## src/design/grid_linear_interpolator_assert.svh

```systemverilog
// Assertion macros for the grid linear interpolator.
`ifndef GRID_LINEAR_INTERPOLATOR_ASSERT_SVH
`define GRID_LINEAR_INTERPOLATOR_ASSERT_SVH

// Antecedent holds, consequent must hold in the same cycle.
`define GLI_ASSERT_SAME(label, clk, rst_n, ante, cons, msg) \
	label: assert property (@(posedge clk) disable iff (!rst_n) (ante) |-> (cons)) \
		else $error(msg);

// Antecedent holds, consequent must hold in the next cycle.
`define GLI_ASSERT_NEXT(label, clk, rst_n, ante, cons, msg) \
	label: assert property (@(posedge clk) disable iff (!rst_n) (ante) |=> (cons)) \
		else $error(msg);

`endif

```

## src/design/glint_pkg.sv

```systemverilog
`timescale 1ns / 1ps
// Shared types, codes and constants of the grid linear interpolator.
package glint_pkg;

	localparam int VW = 32;
	localparam int IDXW = 10;
	localparam int KW = 12;
	localparam int PW = 2 * (VW + 1);
	localparam int GRID_DEPTH_DEF = 1024;
	localparam logic [IDXW-1:0] LAST_POINT_RST = 10'd1023;

	localparam logic [1:0] FUNC_LOAD = 2'd0;
	localparam logic [1:0] FUNC_INTERP = 2'd1;
	localparam logic [1:0] FUNC_ZERO = 2'd2;

	localparam logic [2:0] ST_OK = 3'd0;
	localparam logic [2:0] ST_BELOW = 3'd1;
	localparam logic [2:0] ST_ABOVE = 3'd2;
	localparam logic [2:0] ST_RANGE = 3'd3;
	localparam logic [2:0] ST_NOZERO = 3'd4;

	localparam logic signed [VW-1:0] VMAX = {1'b0, {(VW-1){1'b1}}};
	localparam logic signed [VW-1:0] VMIN = {1'b1, {(VW-1){1'b0}}};

	typedef struct packed {
		logic [1:0] func;
		logic [IDXW-1:0] point_index;
		logic signed [VW-1:0] x_value;
		logic signed [VW-1:0] y_value;
	} in_t;

	typedef struct packed {
		logic signed [VW-1:0] result_value;
		logic signed [KW-1:0] interval_index;
		logic [2:0] status;
	} result_t;

	typedef struct packed {
		logic signed [VW-1:0] base;
		logic signed [VW-1:0] b1;
		logic signed [VW-1:0] t0;
		logic signed [VW-1:0] tq;
		logic signed [VW-1:0] t1;
	} lerp_req_t;

endpackage

```

## src/design/glint_lerp.sv

```systemverilog
`timescale 1ns / 1ps
// Linear interpolation unit: multiply, bit-serial restoring divide, saturate.
module glint_lerp (
	input logic clk,
	input logic arst_n,
	input logic start,
	input glint_pkg::lerp_req_t req,
	output logic done,
	output logic signed [glint_pkg::VW-1:0] value
);
	import glint_pkg::*;

	typedef enum logic [3:0] {
		L_IDLE = 4'b0001,
		L_MUL = 4'b0010,
		L_DIV = 4'b0100,
		L_SAT = 4'b1000
	} lstate_t;

	lstate_t state_q;
	logic [VW:0] m1_q, m2_q, m3_q;
	logic neg_q;
	logic signed [VW-1:0] base_q;
	logic [PW-1:0] num_q;
	logic [VW:0] rem_q;
	logic [$clog2(PW)-1:0] cnt_q;
	logic done_q;
	logic signed [VW-1:0] value_q;

	logic signed [VW:0] d1, d2, d3;
	logic [VW+1:0] rem_sh;
	logic rem_ge;
	logic [VW:0] room_pos, room_neg;
	logic [PW-1:0] room_pos_w, room_neg_w;
	logic signed [VW-1:0] sat_val;

	always_comb begin
		d1 = {req.tq[VW-1], req.tq} - {req.t0[VW-1], req.t0};
		d2 = {req.b1[VW-1], req.b1} - {req.base[VW-1], req.base};
		d3 = {req.t1[VW-1], req.t1} - {req.t0[VW-1], req.t0};
		rem_sh = {rem_q, num_q[PW-1]};
		rem_ge = rem_sh >= {1'b0, m3_q};
		room_pos = {1'b0, VMAX} - {base_q[VW-1], base_q};
		room_neg = {base_q[VW-1], base_q} - {VMIN[VW-1], VMIN};
		room_pos_w = PW'(room_pos);
		room_neg_w = PW'(room_neg);
		if (!neg_q) begin
			sat_val = (num_q > room_pos_w) ? VMAX : VW'(base_q + $signed(num_q[VW-1:0]));
		end else begin
			sat_val = (num_q > room_neg_w) ? VMIN : VW'(base_q - $signed(num_q[VW-1:0]));
		end
	end

	always_ff @(posedge clk or negedge arst_n) begin
		if (!arst_n) begin
			state_q <= L_IDLE;
			done_q <= 1'b0;
			cnt_q <= '0;
		end else begin
			done_q <= 1'b0;
			case (state_q)
				L_IDLE: begin
					if (start) begin
						state_q <= L_MUL;
					end
				end
				L_MUL: begin
					cnt_q <= '0;
					if (m3_q == '0) begin
						done_q <= 1'b1;
						state_q <= L_IDLE;
					end else begin
						state_q <= L_DIV;
					end
				end
				L_DIV: begin
					cnt_q <= cnt_q + 1'b1;
					if (cnt_q == ($clog2(PW))'(PW - 1)) begin
						state_q <= L_SAT;
					end
				end
				L_SAT: begin
					done_q <= 1'b1;
					state_q <= L_IDLE;
				end
				default: state_q <= L_IDLE;
			endcase
		end
	end

	always_ff @(posedge clk) begin
		case (state_q)
			L_IDLE: begin
				if (start) begin
					m1_q <= d1[VW] ? VW'(0) - d1 : d1;
					m2_q <= d2[VW] ? VW'(0) - d2 : d2;
					m3_q <= d3[VW] ? VW'(0) - d3 : d3;
					neg_q <= d1[VW] ^ d2[VW] ^ d3[VW];
					base_q <= req.base;
				end
			end
			L_MUL: begin
				num_q <= m1_q * m2_q;
				rem_q <= '0;
				value_q <= base_q;
			end
			L_DIV: begin
				rem_q <= rem_ge ? (VW + 1)'(rem_sh - {1'b0, m3_q}) : rem_sh[VW:0];
				num_q <= {num_q[PW-2:0], rem_ge};
			end
			L_SAT: begin
				value_q <= sat_val;
			end
			default: ;
		endcase
	end

	assign done = done_q;
	assign value = value_q;

endmodule

```

## config.mk

```make
export PLATFORM = sky130hd
export DESIGN_NAME = glint_lerp
export DESIGN_NICKNAME = d
export VERILOG_FILES = /design/src/design/grid_linear_interpolator_assert.svh /design/src/design/glint_pkg.sv /design/src/design/glint_lerp.sv
export SDC_FILE = /design/constraint.sdc
export NUM_CORES = 2
export LEC_CHECK = 0
export ABC_AREA = 1
export BUFFER_PORTS_ARGS = -buffer_cell sky130_fd_sc_hd__buf_2
export CAP_MARGIN = 5
export CORE_UTILIZATION = 60
export CTS_CLUSTER_DIAMETER = 100
export DETAILED_ROUTE_END_ITERATION = 6
export MAX_ROUTING_LAYER = met4
export PLACE_DENSITY_LB_ADDON = 0.05
export SLEW_MARGIN = 20
export SYNTH_ARGS = -nofsm -noshare
export SYNTH_HDL_FRONTEND = slang
export SYNTH_SLANG_ARGS = --single-unit
```

## constraint.sdc

```tcl
create_clock -name clk -period 6.3 [get_ports clk]
set_input_delay 1.89 -clock clk [delete_from_list [all_inputs] [get_ports clk]]
set_output_delay 1.89 -clock clk [all_outputs]
set_load 0.01 [all_outputs]
```

Yosys cells after proc, flatten, opt, wreduce, memory -nomap -nowiden
Cells that the tools add are included.
{"block": "word_totals", "ff_bits": 275}
{"block": "classes", "add_sub_neg": 12, "multipliers": 1, "order_cmp": 3, "eq_ne": 7, "mux": 17, "bitwise": 2, "reduce_logical": 5}
{"op": "2-to-1 mux 32 bit", "count": 6}
{"op": "> comparator 66 x 33 -> 1 bit", "count": 2}
{"op": "one-hot mux 66 bit (2 select lines)", "count": 1}
{"op": "subtractor 1 x 33 -> 33 bit, first input constant", "count": 3}
{"op": "subtractor 32 x 32 -> 33 bit", "count": 3}
{"op": "multiplier 33 x 33 -> 66 bit", "count": 1}
{"op": "one-hot mux 33 bit (2 select lines)", "count": 1}
{"op": "one-hot mux 32 bit (2 select lines)", "count": 1}
{"op": ">= comparator 34 x 33 -> 1 bit", "count": 1}
{"op": "zero test 33 bit", "count": 1}
{"op": "2-to-1 mux 33 bit", "count": 1}
{"op": "subtractor 32 x 32 -> 33 bit, first input constant", "count": 1}
{"op": "subtractor 32 x 32 -> 33 bit, second input constant", "count": 1}
{"op": "subtractor 33 bit", "count": 1}
{"op": "adder 32 bit", "count": 1}
{"op": "subtractor 32 bit", "count": 1}
{"op": "one-hot mux 7 bit (2 select lines)", "count": 1}
{"op": "one-hot mux 4 bit (3 select lines)", "count": 1}
{"op": "2-to-1 mux 4 bit", "count": 2}
{"op": "adder 7 x 1 -> 7 bit, second input constant", "count": 1}
{"op": "equality test 7 bit, second input constant", "count": 1}
{"op": "equality test 4 x 1 -> 1 bit, second input constant", "count": 1}
{"op": "equality test 4 x 2 -> 1 bit, second input constant", "count": 1}
{"op": "equality test 4 x 3 -> 1 bit, second input constant", "count": 1}
{"op": "8 further kinds", "count": 12}

Longest topological paths before layout
{"block": "depth", "ltp_word": 5, "ltp_mapped": 34, "depth_no_buf": 32}

Worst setup path before layout
No wires, ideal clock.
{"block": "synth_path", "path_kind": "input to register", "from": "input port start", "to": "register base_q[0] (enable)", "setup_ns": 0.625, "arrival_time_ns": 7.408, "path_slack_ns": -1.734, "stages": 2, "path_buffers": 0, "cell_sequence": "inv_1 -> nor2_1"}
{"block": "synth_via", "elab_chain_cells": 1}
{"item": "from (decl)", "line": "glint_lerp.sv:6", "source": "input logic start,"}
{"item": "AND reduction 2 bit (no source line)"}
{"item": "to (signal assigned)", "line": "glint_lerp.sv:99", "source": "base_q <= req.base;"}
{"item": "to (decl)", "line": "glint_lerp.sv:23", "source": "logic signed [VW-1:0] base_q;"}
No other way between the ends.
A chain may end at the register's enable or synchronous reset.

Final worst setup path
{"block": "layout_path", "from": "register m1_q[14]", "to": "register num_q[41], data pin"}
{"block": "layout_via", "elab_chain_cells": 2}
{"item": "from (decl)", "line": "glint_lerp.sv:21", "source": "logic [VW:0] m1_q, m2_q, m3_q;"}
{"item": "from (signal assigned)", "line": "glint_lerp.sv:95", "source": "m1_q <= d1[VW] ? VW'(0) - d1 : d1;"}
{"item": "multiplier 33 x 33 -> 66 bit", "line": "glint_lerp.sv:103", "source": "num_q <= m1_q * m2_q;"}
{"item": "one-hot mux 66 bit (2 select lines)", "line": "glint_lerp.sv:92", "source": "case (state_q)"}
{"item": "to (signal assigned)", "line": "glint_lerp.sv:103"}
{"item": "to (signal assigned)", "line": "glint_lerp.sv:109", "source": "num_q <= {num_q[PW-2:0], rem_ge};"}
{"item": "to (decl)", "line": "glint_lerp.sv:24", "source": "logic [PW-1:0] num_q;"}
No other way between the ends.

==> summary.md <==
| Metric | Value |
|---|---|
| Hold-critical path depth | `1` |
| Overall die area | `0.111 sq mm` |
| Maximum net fanout on the critical path | `23` |
| Largest stage delay on the critical path | `approximately 540 ps` |
| Mean post-synth cell area | `roughly 7 sq um` |
| Number of buffers inserted during clock tree synthesis | `38` |
| Worst skew pair latency | `640 ps` |
| Endpoint required time on the critical path | `approximately 6600 ps` |
| Number of vias per cell after detailed routing | `5.44` |
| Initial Util | `between 60% and 70%` |
| Normalized max-slew margin | `25.5%` |
| Routability congestion estimate from global placement | `about 1.0` |
| First-pass iteration count of the detailed router | `7` |
| Type of the worst min-delay path | `reg -> reg` |
| Classification of the worst setup path | `reg -> reg` |
| Max stage delay cell, worst path | `sky130_fd_sc_hd__fa_1` |
| Final-stage net count | `about 11000` |
| Count of flip-flops with a built-in enable after synthesis | `263` |
| Number of warnings printed during yosys synthesis | `0` |
| Sequential cell area fraction in the yosys report | `12.5%` |
| Total negative setup slack | `-34400 ps` |
| Clock tree skew after final layout | `between 50 and 60 ps` |
| Period minus WS final | `around 7100 ps` |
| Syn-to-layout area delta | `15.3%` |
| Post-synth net total | `11000` |
| Clock slew at reported path FFs | `60 ps` |
| Number of buffers added on ports | `195` |
| # H-tree levels | `2` |
| Upper clock frequency limit | `140 MHz` |
| Number of distinct library cell variants in the gate-level netlist after synthesis | `between 50 and 60` |
| Worst-margin pin slew | `1110 ps` |
| Sink count of the clock tree | `275` |
| Crit. End Element | `flop` |
| Final critical-path share of the clock period | `113%` |
| Clock root buffer master | `sky130_fd_sc_hd__clkbuf_16` |
| Failing checks | `design-rule violations, negative setup slack` |
| Hold Violations, Final | `0` |
| Result of the run | `complete, but fails checks` |
| Most frequently used flop master after synthesis | `sky130_fd_sc_hd__edfxtp_1` |
| Routed wirelength normalized by instance count | `19.2 microns` |
| Antenna violations before repair | `5` |
| Cell area after synthesis | `0.0656 sq mm` |
| Cells after Synth | `9341` |
| Total detailed-routing wirelength | `216 mm` |
| Detailed placer's ending HPWL | `181 mm` |
| RSZ-0062 raised after global routing | `true` |
| Grt total ovfl | `0` |
| Setup violators final | `52` |
| Fraction of synthesis flops using an asynchronous set or reset pin | `approximately 4.4%` |
| Minimum setup slack in the final design | `-845 ps` |
| Core region area | `~0.11 sq mm` |
| Count of pins on the block boundary | `196` |
| Total of flip-flops plus latches after synthesis | `275` |
| Width of the die | `333 microns` |
| First-pass GRT wire length | `339 mm` |
| Maximum clock path buffer count | `3` |
| Layout cell share with drive strength beyond 1 | `between 10% and 20%` |
| Number of remaining DRC errors | `2` |
| Number of buffers added to fix hold violations after cts | `0` |
| Worst path arrival time | `7470 ps` |
| Number of global-route vias before repair | `62800` |
| Vertical extent of the die | `333 microns` |
| Number of nets with antenna violations after detailed routing | `0` |
| Max-slew violation total from the final report | `0` |
| Global-route usage over all layers | `40.6%` |
| Number of DRC markers in iteration 0 | `5677` |
| Largest net degree at the start of global routing | `133` |
| R2r worst-path depth | `32` |
| Most Frequent Cell on Critical Path | `sky130_fd_sc_hd__fa_1` |
| Vias | `~60000` |
| Max capacitance violation total | `0` |
| CTS tree | `done` |
| Fill cells | `8749` |
| Type of origin of the critical path | `flop` |
| Reg2Reg Setup Slack | `-840 ps` |
| Placement Rows | `120` |
| Worst slack at placement | `-869 ps` |
## flip-flops by register name, summed over array words and instances (netlist names)
signal	cells
value	32
done	1
cnt_q	7
neg_q	1
state_q	4
m3_q	33
m1_q	33
m2_q	33
rem_q	33
num_q	66
base_q	32
## final cells by class
class                   count  area, sq um  share of cell area (%)
diodes                      6         15.0                  0.0199
clock buffers              42          976                    1.29
clock inverters            26          362                   0.478
inverters                2532         9510                    12.6
multi-input cells        6198        48300                    63.8
flip-flops and latches    275         8200                    10.8
well taps                1403         1760                    2.32
repair buffers            782         6540                    8.65
## cells by family after synthesis
logic type | synth area share [%]
simple gates | 24.3
buf+inv | 16.6
fa+ha+maj | 38.9
compound gates | 5.81
flops | 12.5
xor+xnor | 1.94
## synth_stat cells (11+ instances only)
master	n	share of area (%)
sky130_fd_sc_hd__clkbuf_1	287	1.6
sky130_fd_sc_hd__fa_1	964	29
sky130_fd_sc_hd__nand2_2	45	0.43
sky130_fd_sc_hd__inv_1	2521	14
sky130_fd_sc_hd__or2_2	26	0.25
sky130_fd_sc_hd__nand3b_1	33	0.38
sky130_fd_sc_hd__nand4_1	97	0.93
sky130_fd_sc_hd__nor2_1	526	3.0
sky130_fd_sc_hd__nor4_1	14	0.13
sky130_fd_sc_hd__o21bai_1	33	0.38
sky130_fd_sc_hd__nor3_1	46	0.35
sky130_fd_sc_hd__nand3_1	359	2.7
sky130_fd_sc_hd__xor2_1	81	1.1
sky130_fd_sc_hd__o21ai_0	214	1.6
sky130_fd_sc_hd__nand2_1	2715	16
sky130_fd_sc_hd__o21ai_1	15	0.11
sky130_fd_sc_hd__dfrtp_1	11	0.42
sky130_fd_sc_hd__o21a_1	18	0.21
sky130_fd_sc_hd__buf_2	34	0.26
sky130_fd_sc_hd__edfxtp_1	263	12
sky130_fd_sc_hd__a31oi_1	27	0.26
sky130_fd_sc_hd__a21oi_1	310	2.4
sky130_fd_sc_hd__xnor2_1	59	0.79
sky130_fd_sc_hd__ha_1	495	9.4
sky130_fd_sc_hd__a21o_1	27	0.31
sky130_fd_sc_hd__nor2_2	15	0.14
## critical path: cells and delay by family, from the launching register on
kind                     cells  cell delay [ps]
adder cells (fa/ha/maj)      9             4340
buffers and inverters       15             1270
flip-flops                   1              440
AND/OR/NAND/NOR              4              370
AO/OA/AOI/OAI                3              320
XOR/XNOR                     1              110
## worst paths after layout
kind,from,to
worst max-delay path,m1_q[14]$_DFFE_PP_,num_q[41]$_DFFE_PN_
worst min-delay path,cnt_q[6]$_DFFE_PN0N_,cnt_q[6]$_DFFE_PN0N_
worst max register to register,m1_q[14]$_DFFE_PP_,num_q[41]$_DFFE_PN_
worst min register to register,cnt_q[6]$_DFFE_PN0N_,cnt_q[6]$_DFFE_PN0N_
max in group asynchronous,arst_n,state_q[0]$_DFFE_PN1P_
min in group asynchronous,arst_n,cnt_q[2]$_DFFE_PN0N_
## timing repair
| action | CTS | global route |
|---|---|---|
| gates cloned | 1 | 0 |
| resized for setup | 278 | 131 |
| endpoints found under the setup margin | 55 | 56 |
| setup buffers | 49 | 10 |
| pin swaps | 84 | 68 |
## layout by cell type, fill, tap and decap left out, types with 13 or more instances in the layout
cell type and count:
sky130_fd_sc_hd__o21ai_1 52, sky130_fd_sc_hd__nand2_2 91, sky130_fd_sc_hd__ha_1 464, sky130_fd_sc_hd__nand4_1 97, sky130_fd_sc_hd__nor3_1 42, sky130_fd_sc_hd__a31oi_1 19
sky130_fd_sc_hd__a21o_1 22, sky130_fd_sc_hd__buf_2 195, sky130_fd_sc_hd__clkbuf_16 38, sky130_fd_sc_hd__buf_6 32, sky130_fd_sc_hd__o21ai_0 151, sky130_fd_sc_hd__a21oi_4 19
sky130_fd_sc_hd__nor2_4 30, sky130_fd_sc_hd__inv_1 2448, sky130_fd_sc_hd__nor2_2 42, sky130_fd_sc_hd__nor4_1 13, sky130_fd_sc_hd__nand2_1 2657, sky130_fd_sc_hd__nor2_1 473
sky130_fd_sc_hd__fa_2 23, sky130_fd_sc_hd__xor2_1 80, sky130_fd_sc_hd__inv_2 81, sky130_fd_sc_hd__fa_1 941, sky130_fd_sc_hd__nand3_2 27, sky130_fd_sc_hd__xnor2_1 55
sky130_fd_sc_hd__a21oi_2 26, sky130_fd_sc_hd__nand2_4 16, sky130_fd_sc_hd__nand3b_1 33, sky130_fd_sc_hd__or2_2 19, sky130_fd_sc_hd__edfxtp_1 263, sky130_fd_sc_hd__nand3_1 338
sky130_fd_sc_hd__buf_4 472, sky130_fd_sc_hd__o21bai_1 29, sky130_fd_sc_hd__o21a_1 16, sky130_fd_sc_hd__buf_12 80, sky130_fd_sc_hd__o21ai_2 24, sky130_fd_sc_hd__a21oi_1 269
sky130_fd_sc_hd__ha_4 31
## layer usage
metal	GRT usage [%]	vias up	part of all wire [%]
met5	-	-	0
met4	21.4	0	6.2
met3	5.64	703	8.0
met2	67.9	2971	48
met1	47.6	29200	37
li1	-	28400	-
## stage by stage
stage | instance area (sq um) | std cells | utilization, % | hold slack [ps]
4_1_cts | 75100 | 11200 | 69.8 | 490
2_1_floorplan | 66900 | 9341 | - | 455
3_3_place_gp | 72500 | 11100 | 67.3 | 482
3_5_place_dp | 72500 | 11100 | 67.3 | 482
5_1_grt | 75600 | 11300 | 70.3 | 520
6_report | 75600 | 11300 | 70.3 | 492
Power is not shown: default switching activity piles up to over one toggle a cycle in this logic, so the estimate is an artifact.
